File: src/design/mosa_pkg.sv
// Package for the two-sequence median block: item structs, op codes,
// controller/datapath command and status structs. No dependencies.
package mosa_pkg;

  localparam int DATA_WIDTH    = 32;
  localparam int OUT_WIDTH     = DATA_WIDTH + 1;
  localparam int DEPTH_DEFAULT = 1024;

  localparam logic [1:0] OP_APPEND_FIRST  = 2'd0;
  localparam logic [1:0] OP_APPEND_SECOND = 2'd1;
  localparam logic [1:0] OP_COMPUTE       = 2'd2;

  typedef struct packed {
    logic [1:0]                   op;
    logic signed [DATA_WIDTH-1:0] element_value;
  } in_item_t;

  typedef struct packed {
    logic signed [OUT_WIDTH-1:0] median_doubled;
    logic                        empty_flag;
  } out_item_t;

  typedef struct packed {
    logic take;
    logic setup;
    logic set_empty;
    logic probe;
    logic set_zero;
    logic eval;
    logic load_out;
  } cmd_t;

  typedef struct packed {
    logic both_empty;
    logic range_open;
    logic found;
  } status_t;

endpackage

File: src/design/mosa_ctrl.sv
// Controller of the two-sequence median block: search sequencer and
// handshake registers. Uses mosa_pkg.
module mosa_ctrl (
  input  logic              clk,
  input  logic              rst_n,
  input  logic              in_valid,
  input  logic [1:0]        in_op,
  output logic              in_ready,
  output logic              out_valid,
  input  logic              out_ready,
  input  mosa_pkg::status_t status,
  output mosa_pkg::cmd_t    cmd
);

  typedef enum logic [2:0] {
    ST_IDLE,
    ST_CHECK,
    ST_READ,
    ST_EVAL,
    ST_FINISH
  } state_t;

  state_t state_r, state_nxt;
  logic   in_ready_r, out_valid_r, out_valid_nxt;

  always_comb begin
    cmd           = '0;
    state_nxt     = state_r;
    out_valid_nxt = out_valid_r && !out_ready;
    cmd.take      = in_valid && in_ready_r;
    unique case (state_r)
      ST_IDLE: begin
        if (cmd.take && (in_op == mosa_pkg::OP_COMPUTE)) begin
          if (status.both_empty) begin
            cmd.set_empty = 1'b1;
            state_nxt     = ST_FINISH;
          end else begin
            cmd.setup = 1'b1;
            state_nxt = ST_CHECK;
          end
        end
      end
      ST_CHECK: begin
        if (status.range_open) begin
          cmd.probe = 1'b1;
          state_nxt = ST_READ;
        end else begin
          cmd.set_zero = 1'b1;
          state_nxt    = ST_FINISH;
        end
      end
      ST_READ: begin
        state_nxt = ST_EVAL;
      end
      ST_EVAL: begin
        cmd.eval  = 1'b1;
        state_nxt = status.found ? ST_FINISH : ST_CHECK;
      end
      ST_FINISH: begin
        if (!out_valid_r || out_ready) begin
          cmd.load_out  = 1'b1;
          out_valid_nxt = 1'b1;
          state_nxt     = ST_IDLE;
        end
      end
      default: begin
        state_nxt = ST_IDLE;
      end
    endcase
  end

  always_ff @(posedge clk) begin
    if (!rst_n) begin
      state_r     <= ST_IDLE;
      in_ready_r  <= 1'b1;
      out_valid_r <= 1'b0;
    end else begin
      state_r     <= state_nxt;
      in_ready_r  <= (state_nxt == ST_IDLE);
      out_valid_r <= out_valid_nxt;
    end
  end

  assign in_ready  = in_ready_r;
  assign out_valid = out_valid_r;

  a_ready_only_idle: assert property (@(posedge clk) disable iff (!rst_n)
    in_ready_r |-> (state_r == ST_IDLE))
    else $error("ready raised outside idle");

  a_load_when_free: assert property (@(posedge clk) disable iff (!rst_n)
    cmd.load_out |-> (!out_valid_r || out_ready))
    else $error("result register overwritten while holding an item");

  a_compute_leaves_idle: assert property (@(posedge clk) disable iff (!rst_n)
    (cmd.take && (in_op == mosa_pkg::OP_COMPUTE)) |=> (state_r != ST_IDLE) && !in_ready_r)
    else $error("compute item did not start the search");

  a_one_command: assert property (@(posedge clk) disable iff (!rst_n)
    $onehot0({cmd.setup, cmd.set_empty, cmd.probe, cmd.set_zero, cmd.eval, cmd.load_out}))
    else $error("more than one datapath command at once");

  a_load_sets_valid: assert property (@(posedge clk) disable iff (!rst_n)
    cmd.load_out |=> out_valid_r)
    else $error("result loaded without raising valid");

endmodule
File: config.mk
export PLATFORM = sky130hd
export DESIGN_NAME = mosa_ctrl
export DESIGN_NICKNAME = d
export VERILOG_FILES = /design/src/design/mosa_pkg.sv /design/src/design/mosa_ctrl.sv
export SDC_FILE = /design/constraint.sdc
export NUM_CORES = 1
export LEC_CHECK = 0
export ABC_AREA = 1
export BUFFER_PORTS_ARGS = -buffer_cell sky130_fd_sc_hd__buf_2
export CAP_MARGIN = 30
export CORE_AREA = 3 3 40 42
export CTS_BUF_LIST = sky130_fd_sc_hd__clkbuf_8
export CTS_CLUSTER_SIZE = 40
export DETAILED_ROUTE_END_ITERATION = 10
export DIE_AREA = 0 0 43 45
export SETUP_SLACK_MARGIN = 0.3
export SKIP_LAST_GASP = 1
export SLEW_MARGIN = 30
export SYNTH_ARGS = -nofsm -noshare
export SYNTH_HDL_FRONTEND = slang
export SYNTH_SLANG_ARGS = --single-unit
File: constraint.sdc
create_clock -name clk -period 1.27 [get_ports clk]
set_clock_uncertainty 0.2 [all_clocks]
set_input_delay 0.3175 -clock clk [delete_from_list [all_inputs] [get_ports clk]]
set_output_delay 0.3175 -clock clk [all_outputs]
set_load 0.01 [all_outputs]
Yosys cells after proc, flatten, opt, wreduce, memory -nomap -nowiden
Index checks and enable logic that the tools add are counted. Widths: inputs -> output; s select.

Equal/unequal tests: 5. Multiplexer cells: 18. Reduce and logical (&&, ||, !) cells: 8.

Operators by type and width (count): $mux 3 (5); $pmux 3 s5 (1); $mux 1 (9); $eq 3x2->1 const B (2); $logic_not 3->1 (2); $mux 2 (3); $eq 3x1->1 const B (1); $eq 3x3->1 const B (1); $logic_and 1x1->1 (3); $eq 2x2->1 const B (1); $logic_not 1->1 (2); $logic_or 1x1->1 (1).

Register bits: 5.

Depth between registers and ports, before layout
Gate-level depths: netlist of the first run.

Depth after elaboration: 5. Depth in mapped cells: 8. Depth with buffers taken out: 8.

Worst setup path before layout of the first run
OpenSTA, ideal clock, no wires.

Path kind: register to output. Start point: reg in_ready_r, in the netlist in_ready. End point: out cmd[4] in the netlist's numbering. Arrival time: 0.807 ns. Data required time: 0.752 ns. Slack: -0.054 ns. Cell stages (with the launch flop): 5. Buffers on the path: 0. Path through: dfxtp_1 -> nand2_1 -> nor2_1 -> nand2_1 -> nor2_4.

RTL lines: from (decl) (RTL line mosa_ctrl.sv:24) `logic in_ready_r, out_valid_r, out_valid_nxt;`; from (signal assigned) (RTL line mosa_ctrl.sv:79) `in_ready_r <= (state_nxt == ST_IDLE);`; to (decl) (RTL line mosa_ctrl.sv:12) `output mosa_pkg::cmd_t cmd`.

==> results of run 1 <==
-- repair_timing --
| item | in CTS | in global routing |
|---|---|---|
| cloned | 0 | 0 |
| setup endpoints to repair | 14 | 14 |
| hold endpoints to repair | 0 | 0 |
| pin swaps | 3 | 5 |
| gates resized for setup | 16 | 3 |
| buffers inserted | 6 | 1 |
-- power by group --
part / total (mW) / internal (mW) / switching [mW]
Combinational: 0.113 / 0.0572 / 0.0554
Sequential: 0.169 / 0.163 / 0.00584
Clock: 0.276 / 0.206 / 0.0697
Total: 0.557 / 0.426 / 0.131
-- Yosys cell counts, drive strengths merged --
library cell | count | area (um^2)
inv | 14 | 52.55
nor2 | 13 | 71.32
nand4 | 1 | 6.260
a21oi | 1 | 5.000
o21ai | 2 | 10.01
dfxtp | 5 | 100.1
nor3 | 2 | 10.01
nand2 | 9 | 41.29
nand3 | 4 | 30.03
-- stage by stage --
| stage | total power [mW] | instances | utilization, % |
|---|---|---|---|
| after floorplan | 0.2197 | 51 | - |
| after global placement | 0.2602 | 90 | 43.04 |
| after detailed placement | 0.2613 | 90 | 43.04 |
| after CTS | 0.5630 | 100 | 55.01 |
| after global routing | 0.5887 | 101 | 56.28 |
| final | 0.5572 | 101 | 56.28 |
-- routing by layer --
metal,routed length [um],global-route usage (%)
met1,361,9.662
met2,512,18.26
met3,42,1.195
met4,0,5.422
met5,0,0
-- sequential cells by signal, indices dropped and copies added, names as in the netlist --
register	cells
out_valid	1
state_r	3
in_ready	1
-- worst min-delay path by stage --
stage / endpoint / depth (start not counted) / slack (ps)
after floorplan: in_ready / 1 / 190
after global placement: in_ready / 2 / 290
after detailed placement: in_ready / 2 / 300
after CTS: in_ready / 2 / 70
after global routing: in_ready / 2 / 80
final: in_ready / 2 / 70
-- cell families (layout without fill, tap and decap cells) --
group           Yosys count  count (layout)
simple gates             29              29
buf+inv                  14              49
flops                     5               5
compound gates            3               3
-- layout make-up --
class                      instances  area share, %
clock inverter                     1         0.5190
clock buffer                       3          5.709
sequential                         5          15.05
tap                               15          2.595
multi-input combinational         32          33.39
timing repair buffer              31          33.04
inverter                          14          9.689
==> flow_metrics.env, run 1 <==
export IMPL_mostFrequentLayoutCell="buf_2"
export IMPL_syn_to_final_growth_pct=121.5
export IMPL_setup_worst_path_end="cmd[4]"
export IMPL_die_h_um=45
export IMPL_drtIter0Drc=2
export IMPL_cts_buffers=3
export IMPL_htree_levels=1
export IMPL_rrSetupSlack_ps=-250
export IMPL_period_minus_slack_ps=1546
export IMPL_drive_above_1_share_pct=79.07
export IMPL_synth_top_family_by_area="simple AND/OR/NAND/NOR gates"
export IMPL_synth_seq_cells=5
export IMPL_hold_class="in2reg"
export IMPL_dr_pass1_iters=2
export IMPL_violations="setup timing"
export IMPL_worstPathRequired_ps=750
export IMPL_critical_path_max_stage_delay_ps=320
export IMPL_critPathSlowestCell="dfxtp_2"
export IMPL_ff2ff_path_depth=11
export IMPL_rows=13
export IMPL_ys_seq_area_share_pct=30.65
export IMPL_maxSlewHeadroom_pct=80.64
export IMPL_cts_buffer_depth=2
export IMPL_finalSetupTns_ps=-1902
export IMPL_grtUsageTotal_pct=9.417
export IMPL_viasPerCell=4.040
export IMPL_postCtsHoldBufs=0
export IMPL_cap_violations=0
export IMPL_drt_wirelength_per_cell_um=9.069
export IMPL_drc=0
export IMPL_multi_input_area_um2=241.5
export IMPL_syn_avg_cell_area_um2=6.403
export IMPL_status="finished with violations"
export IMPL_synth_xor_area_share_pct=0
export IMPL_syn_area_um2=326.6
export IMPL_path_class="reg2out"
export IMPL_yosys_area_share_adder_pct=0
export IMPL_cts_sinks=5
export IMPL_synthSimpleGateAreaFrac_pct=48.66
export IMPL_fill_cells=123
export IMPL_crit_family="flip-flops"
export IMPL_synth_warning_count=0
export IMPL_die_w_um=43
export IMPL_critPathMaxFanout=3
export IMPL_worstSetupEndpointType="output port"
export IMPL_synth_compound_area_share_pct=4.598
export IMPL_rsz0062_at_grt="true"
export IMPL_regArea_um2=108.9
export IMPL_worstSetupStartpoint="state_r[0]"
export IMPL_setup_viol=9
export IMPL_initial_core_util_pct=25.41
export IMPL_clockRootBuffer="clkbuf_8"
export IMPL_crit_top_cell="nor2_4"
export IMPL_ys_types=14
export IMPL_finalMaxSlewViolations=0
export IMPL_dpl_cell_area_um2=553.0
export IMPL_final_cell_mix="buf_2, buf_4, inv_1, buf_6"
export IMPL_hp_start="rst_n"
export IMPL_pin_count=18
export IMPL_final_area_um2=723.2
export IMPL_period_share_pct=121.7
export IMPL_dpl_hpwl_um=700.9
export IMPL_clk_pin_slew_ps=30
export IMPL_grt_pass1_wl_mm=1.352
export IMPL_grt_max_degree=5
export IMPL_dieArea_um2=1935
export IMPL_synth_nets=60
export IMPL_fin_ws_ps=-276.0
export IMPL_critPathBufInv=3
export IMPL_reg2reg_to="in_ready"
export IMPL_antenna_cells=0
export IMPL_antenna_found_initial=0
export IMPL_p_leak_nw=0.3718
export IMPL_wl_um=916
export IMPL_ant_nets=0
export IMPL_ir_drop_mv=0.4877
export IMPL_worst_setup_path_start_kind="flip-flop"
export IMPL_muxShareOfSynthArea_pct=0
export IMPL_vias=408
export IMPL_clock_latency_ps=220
export IMPL_max_freq_mhz=646.8
export IMPL_grt_pass1_vias=371
export IMPL_cp_arrival_ps=1030
export IMPL_pre_cts_slack_ps=-257.5
export IMPL_worst_hold_slack_ps=70.25
export IMPL_worst_path_stages=6
export IMPL_worstPathCellList="inv_4, nand2_4, nor2_4, inv_2, nor2_4, buf_6"
export IMPL_hold_violations=0
export IMPL_layout_nets=96
export IMPL_worstReg2RegStart="state_r[0]"
export IMPL_gp_congestion=0.7675
export IMPL_cts_tree="done"
export IMPL_syn_inst=51
export IMPL_portBuffers=17
export IMPL_worst_slew_pin_slew_ps=288.5
export IMPL_core_um2=1285
export IMPL_power_density_nw_per_um2=770.5
export IMPL_overflow=0
(Power assumes the default switching activity.)
==> run 2: changes to the inputs <==
==> constraint.sdc (replaced) <==
create_clock -name clk -period 1.5 [get_ports clk]
set_clock_uncertainty 0.2 [all_clocks]
set_input_delay 0.375 -clock clk [delete_from_list [all_inputs] [get_ports clk]]
set_output_delay 0.375 -clock clk [all_outputs]
set_load 0.01 [all_outputs]
==> flow_metrics.env, run 2 (synthesized netlist as in run 1, its figures left out) <==
export IMPL_cts_sinks=5
export IMPL_grt_use_met2_pct=21.26
export IMPL_drc=0
export IMPL_period_share_pct=106.5
export IMPL_die_w_um=43
export IMPL_wl_um=938
export IMPL_final_cell_mix="buf_2, buf_4, inv_1, buf_6"
export IMPL_hold_violations=0
export IMPL_hp_start="rst_n"
export IMPL_violations="setup timing"
export IMPL_fill_cells=110
export IMPL_clockRootBuffer="clkbuf_8"
export IMPL_maxSlewHeadroom_pct=82.11
export IMPL_worstReg2RegStart="state_r[0]"
export IMPL_p_leak_nw=0.3567
export IMPL_rsz0062_at_grt="true"
export IMPL_largest_register_ffs=3
export IMPL_fin_util_pct=53.55
export IMPL_pin_count=18
export IMPL_layout_nets=95
export IMPL_grt_max_degree=5
export IMPL_dpl_hpwl_um=674
export IMPL_critPathMaxFanout=3
export IMPL_fin_ws_ps=-98.22
export IMPL_worst_setup_path_start_kind="flip-flop"
export IMPL_worstSetupStartpoint="state_r[0]"
export IMPL_cap_violations=0
export IMPL_dr_pass1_iters=2
export IMPL_initial_core_util_pct=25.41
export IMPL_cp_arrival_ps=1020
export IMPL_status="finished with violations"
export IMPL_critPathBufInv=3
export IMPL_drive_above_1_share_pct=76.47
export IMPL_rows=13
export IMPL_grtUsageTotal_pct=11.32
export IMPL_overflow=0
export IMPL_vias=423
export IMPL_regMostFlops="state_r"
export IMPL_grt_pass1_wl_mm=1.669
export IMPL_viasPerCell=4.230
export IMPL_antenna_found_initial=0
export IMPL_gp_congestion=0.6490
export IMPL_power_density_nw_per_um2=682.9
export IMPL_setup_viol=7
export IMPL_cts_buffer_depth=2
export IMPL_worstPathRequired_ps=920
export IMPL_finalSetupTns_ps=-444.1
export IMPL_grt_use_met1_pct=12.05
export IMPL_clock_latency_ps=210
export IMPL_finalMaxSlewViolations=0
export IMPL_critPathSlowestCell="dfxtp_2"
export IMPL_critical_path_max_stage_delay_ps=320
export IMPL_crit_family="flip-flops"
export IMPL_max_freq_mhz=625.7
export IMPL_cts_buffers=3
export IMPL_path_class="reg2out"
export IMPL_syn_to_final_growth_pct=110.7
export IMPL_ant_nets=0
export IMPL_worstSetupEndpointType="output port"
export IMPL_die_h_um=45
export IMPL_drt_wirelength_per_cell_um=9.380
export IMPL_drtIter0Drc=1
export IMPL_worstPathCellList="inv_2, nand2_4, nor2_4, inv_2, nor2_4, buf_6"
export IMPL_ir_drop_mv=0.4150
export IMPL_gr_max_usage_layer="met2"
export IMPL_antenna_cells=0
export IMPL_period_minus_slack_ps=1598
export IMPL_core_um2=1285
export IMPL_hold_class="in2reg"
export IMPL_portBuffers=17
export IMPL_clk_pin_slew_ps=30
export IMPL_use_met3_pct=1.195
export IMPL_postCtsHoldBufs=0
export IMPL_dieArea_um2=1935
export IMPL_htree_levels=1
export IMPL_cts_tree="done"
export IMPL_worst_slew_pin_slew_ps=266.6
export IMPL_grt_pass1_vias=428
-- run 2: changes by cell type in the layout (fill, tap and decap cells not counted), moves of 2 or more --
| cell | before | now |
|---|---|---|
| nand2_2 | 5 | 2 |
| buf_4 | 10 | 12 |
| inv_2 | 3 | 5 |
| nand2_1 | 3 | 5 |
| nor2_2 | 5 | 3 |
-- run 2: worst paths after layout --
kind | slack [ps] | end | depth (start not counted)
setup / recovery | -100 | cmd[4] | 6
hold / removal | 130 | in_ready | 2
setup reg to reg | -40 | in_ready | 11
hold reg to reg | 410 | out_valid | 4
-- run 2: stage by stage --
step           total power, mW  hold slack, ps  instances  cell area [um^2]  setup slack (ps)
6_report                0.4699           129.1        100             688.2            -98.22
2_1_floorplan           0.1839           236.9         51             364.1             174.9
4_1_cts                 0.4705           128.6         98             651.9            -141.5
3_3_place_gp            0.2099           346.6         85             483.0            -61.57
3_5_place_dp            0.2114           351.2         85             483.0            -74.93
5_1_grt                 0.5005           130.7        100             688.2            -155.8
-- run 2: layout make-up --
| class | count | area, um^2 | share of cell area (%) |
|---|---|---|---|
| timing repair buffer | 30 | 217.7 | 31.64 |
| clock buffer | 3 | 41.29 | 6.000 |
| tap | 15 | 18.77 | 2.727 |
| sequential | 5 | 108.9 | 15.82 |
| inverter | 14 | 60.06 | 8.727 |
| multi-input combinational | 32 | 237.7 | 34.55 |
| clock inverter | 1 | 3.754 | 0.5455 |
-- run 2: what timing repair did --
action / in CTS / in global routing
gates cloned: 0 / 0
endpoints found under the setup margin: 12 / 13
pin swaps: 10 / 3
setup buffers: 9 / 2
resized for setup: 13 / 5
-- run 2: per-layer routing --
| metal | wire, um | vias to the layer above |
|---|---|---|
| met5 | 0 | - |
| met4 | 0 | 0 |
| met3 | 25 | 0 |
| met2 | 590 | 5 |
| met1 | 322 | 199 |
| li1 | - | 219 |
-- run 2: where the power goes --
group          switching (mW)  internal (mW)  leakage (nW)
registers             0.00448          0.138        0.0424
clock network          0.0587          0.175        0.0269
logic                  0.0469         0.0473         0.287
==> run 3: changes to the inputs <==
--- a/config.mk
+++ b/config.mk
@@ -13,6 +13,7 @@
 export CTS_CLUSTER_SIZE = 40
 export DETAILED_ROUTE_END_ITERATION = 10
 export DIE_AREA = 0 0 43 45
+export PLACE_DENSITY = 0.5
 export SETUP_SLACK_MARGIN = 0.3
 export SKIP_LAST_GASP = 1
 export SLEW_MARGIN = 30
==> flow_metrics.env, run 3 (synthesized netlist as in run 1, its figures left out) <==
export IMPL_status="finished with violations"
export IMPL_violations="setup timing"
export IMPL_p_leak_nw=0.3565
export IMPL_rows=13
export IMPL_clock_latency_ps=220
export IMPL_ant_nets=0
export IMPL_worst_hold_slack_ps=124.1
export IMPL_core_um2=1285
export IMPL_layout_nets=94
export IMPL_setup_viol=6
export IMPL_pin_count=18
export IMPL_cap_violations=0
export IMPL_cp_arrival_ps=1020
export IMPL_final_area_um2=695.7
export IMPL_comb_power_share_pct=19.6
export IMPL_drtIter0Drc=2
export IMPL_grtUsageTotal_pct=11.45
export IMPL_fin_ws_ps=-96.91
export IMPL_htree_levels=1
export IMPL_seqPwrFrac_pct=30.2
export IMPL_mostFrequentLayoutCell="buf_2"
export IMPL_largest_register_ffs=3
export IMPL_switching_share_pct=23.84
export IMPL_critPathMaxFanout=3
export IMPL_worst_slew_pin_slew_ps=199.2
export IMPL_viasPerCell=4.121
export IMPL_cts_tree="done"
export IMPL_overflow=0
export IMPL_cts_sinks=5
export IMPL_critical_path_max_stage_delay_ps=320
export IMPL_clock_power_share_pct=50.2
export IMPL_portBuffers=17
export IMPL_regMostFlops="state_r"
export IMPL_path_class="reg2out"
export IMPL_period_share_pct=106.5
export IMPL_p_sw_mw=0.1122
export IMPL_clockRootBuffer="clkbuf_8"
export IMPL_finalMaxSlewViolations=0
export IMPL_grt_max_degree=5
export IMPL_worst_setup_path_start_kind="flip-flop"
export IMPL_die_w_um=43
export IMPL_grt_pass1_vias=417
export IMPL_hold_violations=0
export IMPL_gp_congestion=0.6920
export IMPL_worstPathRequired_ps=920
export IMPL_hold_class="in2reg"
export IMPL_maxSlewHeadroom_pct=86.63
export IMPL_dp_cells=85
export IMPL_power_density_nw_per_um2=676.7
export IMPL_period_minus_slack_ps=1597
export IMPL_die_h_um=45
export IMPL_drt_wirelength_per_cell_um=9.354
export IMPL_critPathSlowestCell="dfxtp_2"
export IMPL_dpl_cell_area_um2=483.0
export IMPL_clk_pin_slew_ps=30
export IMPL_drive_above_1_share_pct=76.19
export IMPL_dr_pass1_iters=4
export IMPL_wl_um=926
export IMPL_antenna_found_initial=0
export IMPL_cts_buffers=3
export IMPL_dpl_hpwl_um=611.5
export IMPL_cts_buffer_depth=2
export IMPL_antenna_cells=0
export IMPL_vias=408
export IMPL_rsz0062_at_grt="true"
export IMPL_ir_drop_mv=0.3625
export IMPL_final_cell_mix="buf_2, buf_4, buf_6"
export IMPL_worstPathCellList="inv_4, nand2_4, nor2_4, nand3_2, inv_2, buf_6"
export IMPL_worstSetupEndpointType="output port"
export IMPL_postCtsHoldBufs=0
export IMPL_dieArea_um2=1935
export IMPL_internal_power_mw=0.3585
export IMPL_syn_to_final_growth_pct=113.0
export IMPL_drc=0
export IMPL_final_cells=99
export IMPL_initial_core_util_pct=25.41
export IMPL_max_freq_mhz=626.2
export IMPL_grt_pass1_wl_mm=1.621
-- run 3: cell types whose count changed in the layout (fill, tap and decap cells not counted) --
cell and delta:
buf_6 +2, nand2_2 -1, nor2_2 +1, inv_2 +1, nand2_1 +1, inv_1 -1
nand3_4 +2, buf_4 -3, nor2_4 -1, nand3_2 -2
-- run 3: area by class of cell --
class	instances	area, um^2
fillers	121	589.3
inverters	14	60.06
flip-flops and latches	5	108.9
well taps	15	18.77
clock inverters	1	3.754
repair buffers	29	217.7
multi-input cells	32	245.2
clock buffers	3	41.29
-- run 3: path summary, 6_finish.rpt --
kind	endpoint	start	slack, ps	depth (start not counted)
hold reg to reg	out_valid	out_valid	440	4
hold / removal	in_ready	rst_n	120	2
setup / recovery	cmd[5]	state_r[1]	-100	6
setup reg to reg	in_ready	state_r[1]	30	10
-- run 3: metal layers --
metal	wire [um]	vias to the layer above	GRT usage (%)
li1	-	218	-
met1	364	179	12.41
met2	511	9	19.46
met3	33	2	2.390
met4	16	0	9.036
met5	0	-	0
-- run 3: power by group through the flow --
stage / logic (mW) / clock network [mW] / registers, mW
detailed placement: 0.0669 / 0 / 0.144
CTS: 0.0860 / 0.243 / 0.142
global placement: 0.0667 / 0 / 0.144
finish: 0.0924 / 0.236 / 0.142
floorplan: 0.0392 / 0 / 0.145
global route: 0.102 / 0.254 / 0.143
-- run 3: per-stage QoR --
step	util (%)	setup WS (ps)	setup TNS [ps]	total power, mW
3_3_place_gp	37.59	-65.18	-75.80	0.2103
5_1_grt	54.14	-148.8	-777.8	0.4984
4_1_cts	50.54	-118.2	-529.3	0.4705
3_5_place_dp	37.59	-68.98	-72.09	0.2108
6_report	54.14	-96.91	-417.8	0.4708
2_1_floorplan	-	174.9	0	0.1839
-- run 3: critical path: cells and delay by family (launching register included) --
kind | cells | cell delay, ps
flops | 1 | 320
simple gates | 3 | 270
buf+inv | 3 | 220
-- run 3: repair_timing --
action | 4_1_cts | 5_1_grt
setup buffers | 9 | 1
pin swaps | 7 | 8
setup endpoints to repair | 12 | 13
gates cloned | 0 | 0
resized for setup | 12 | 9
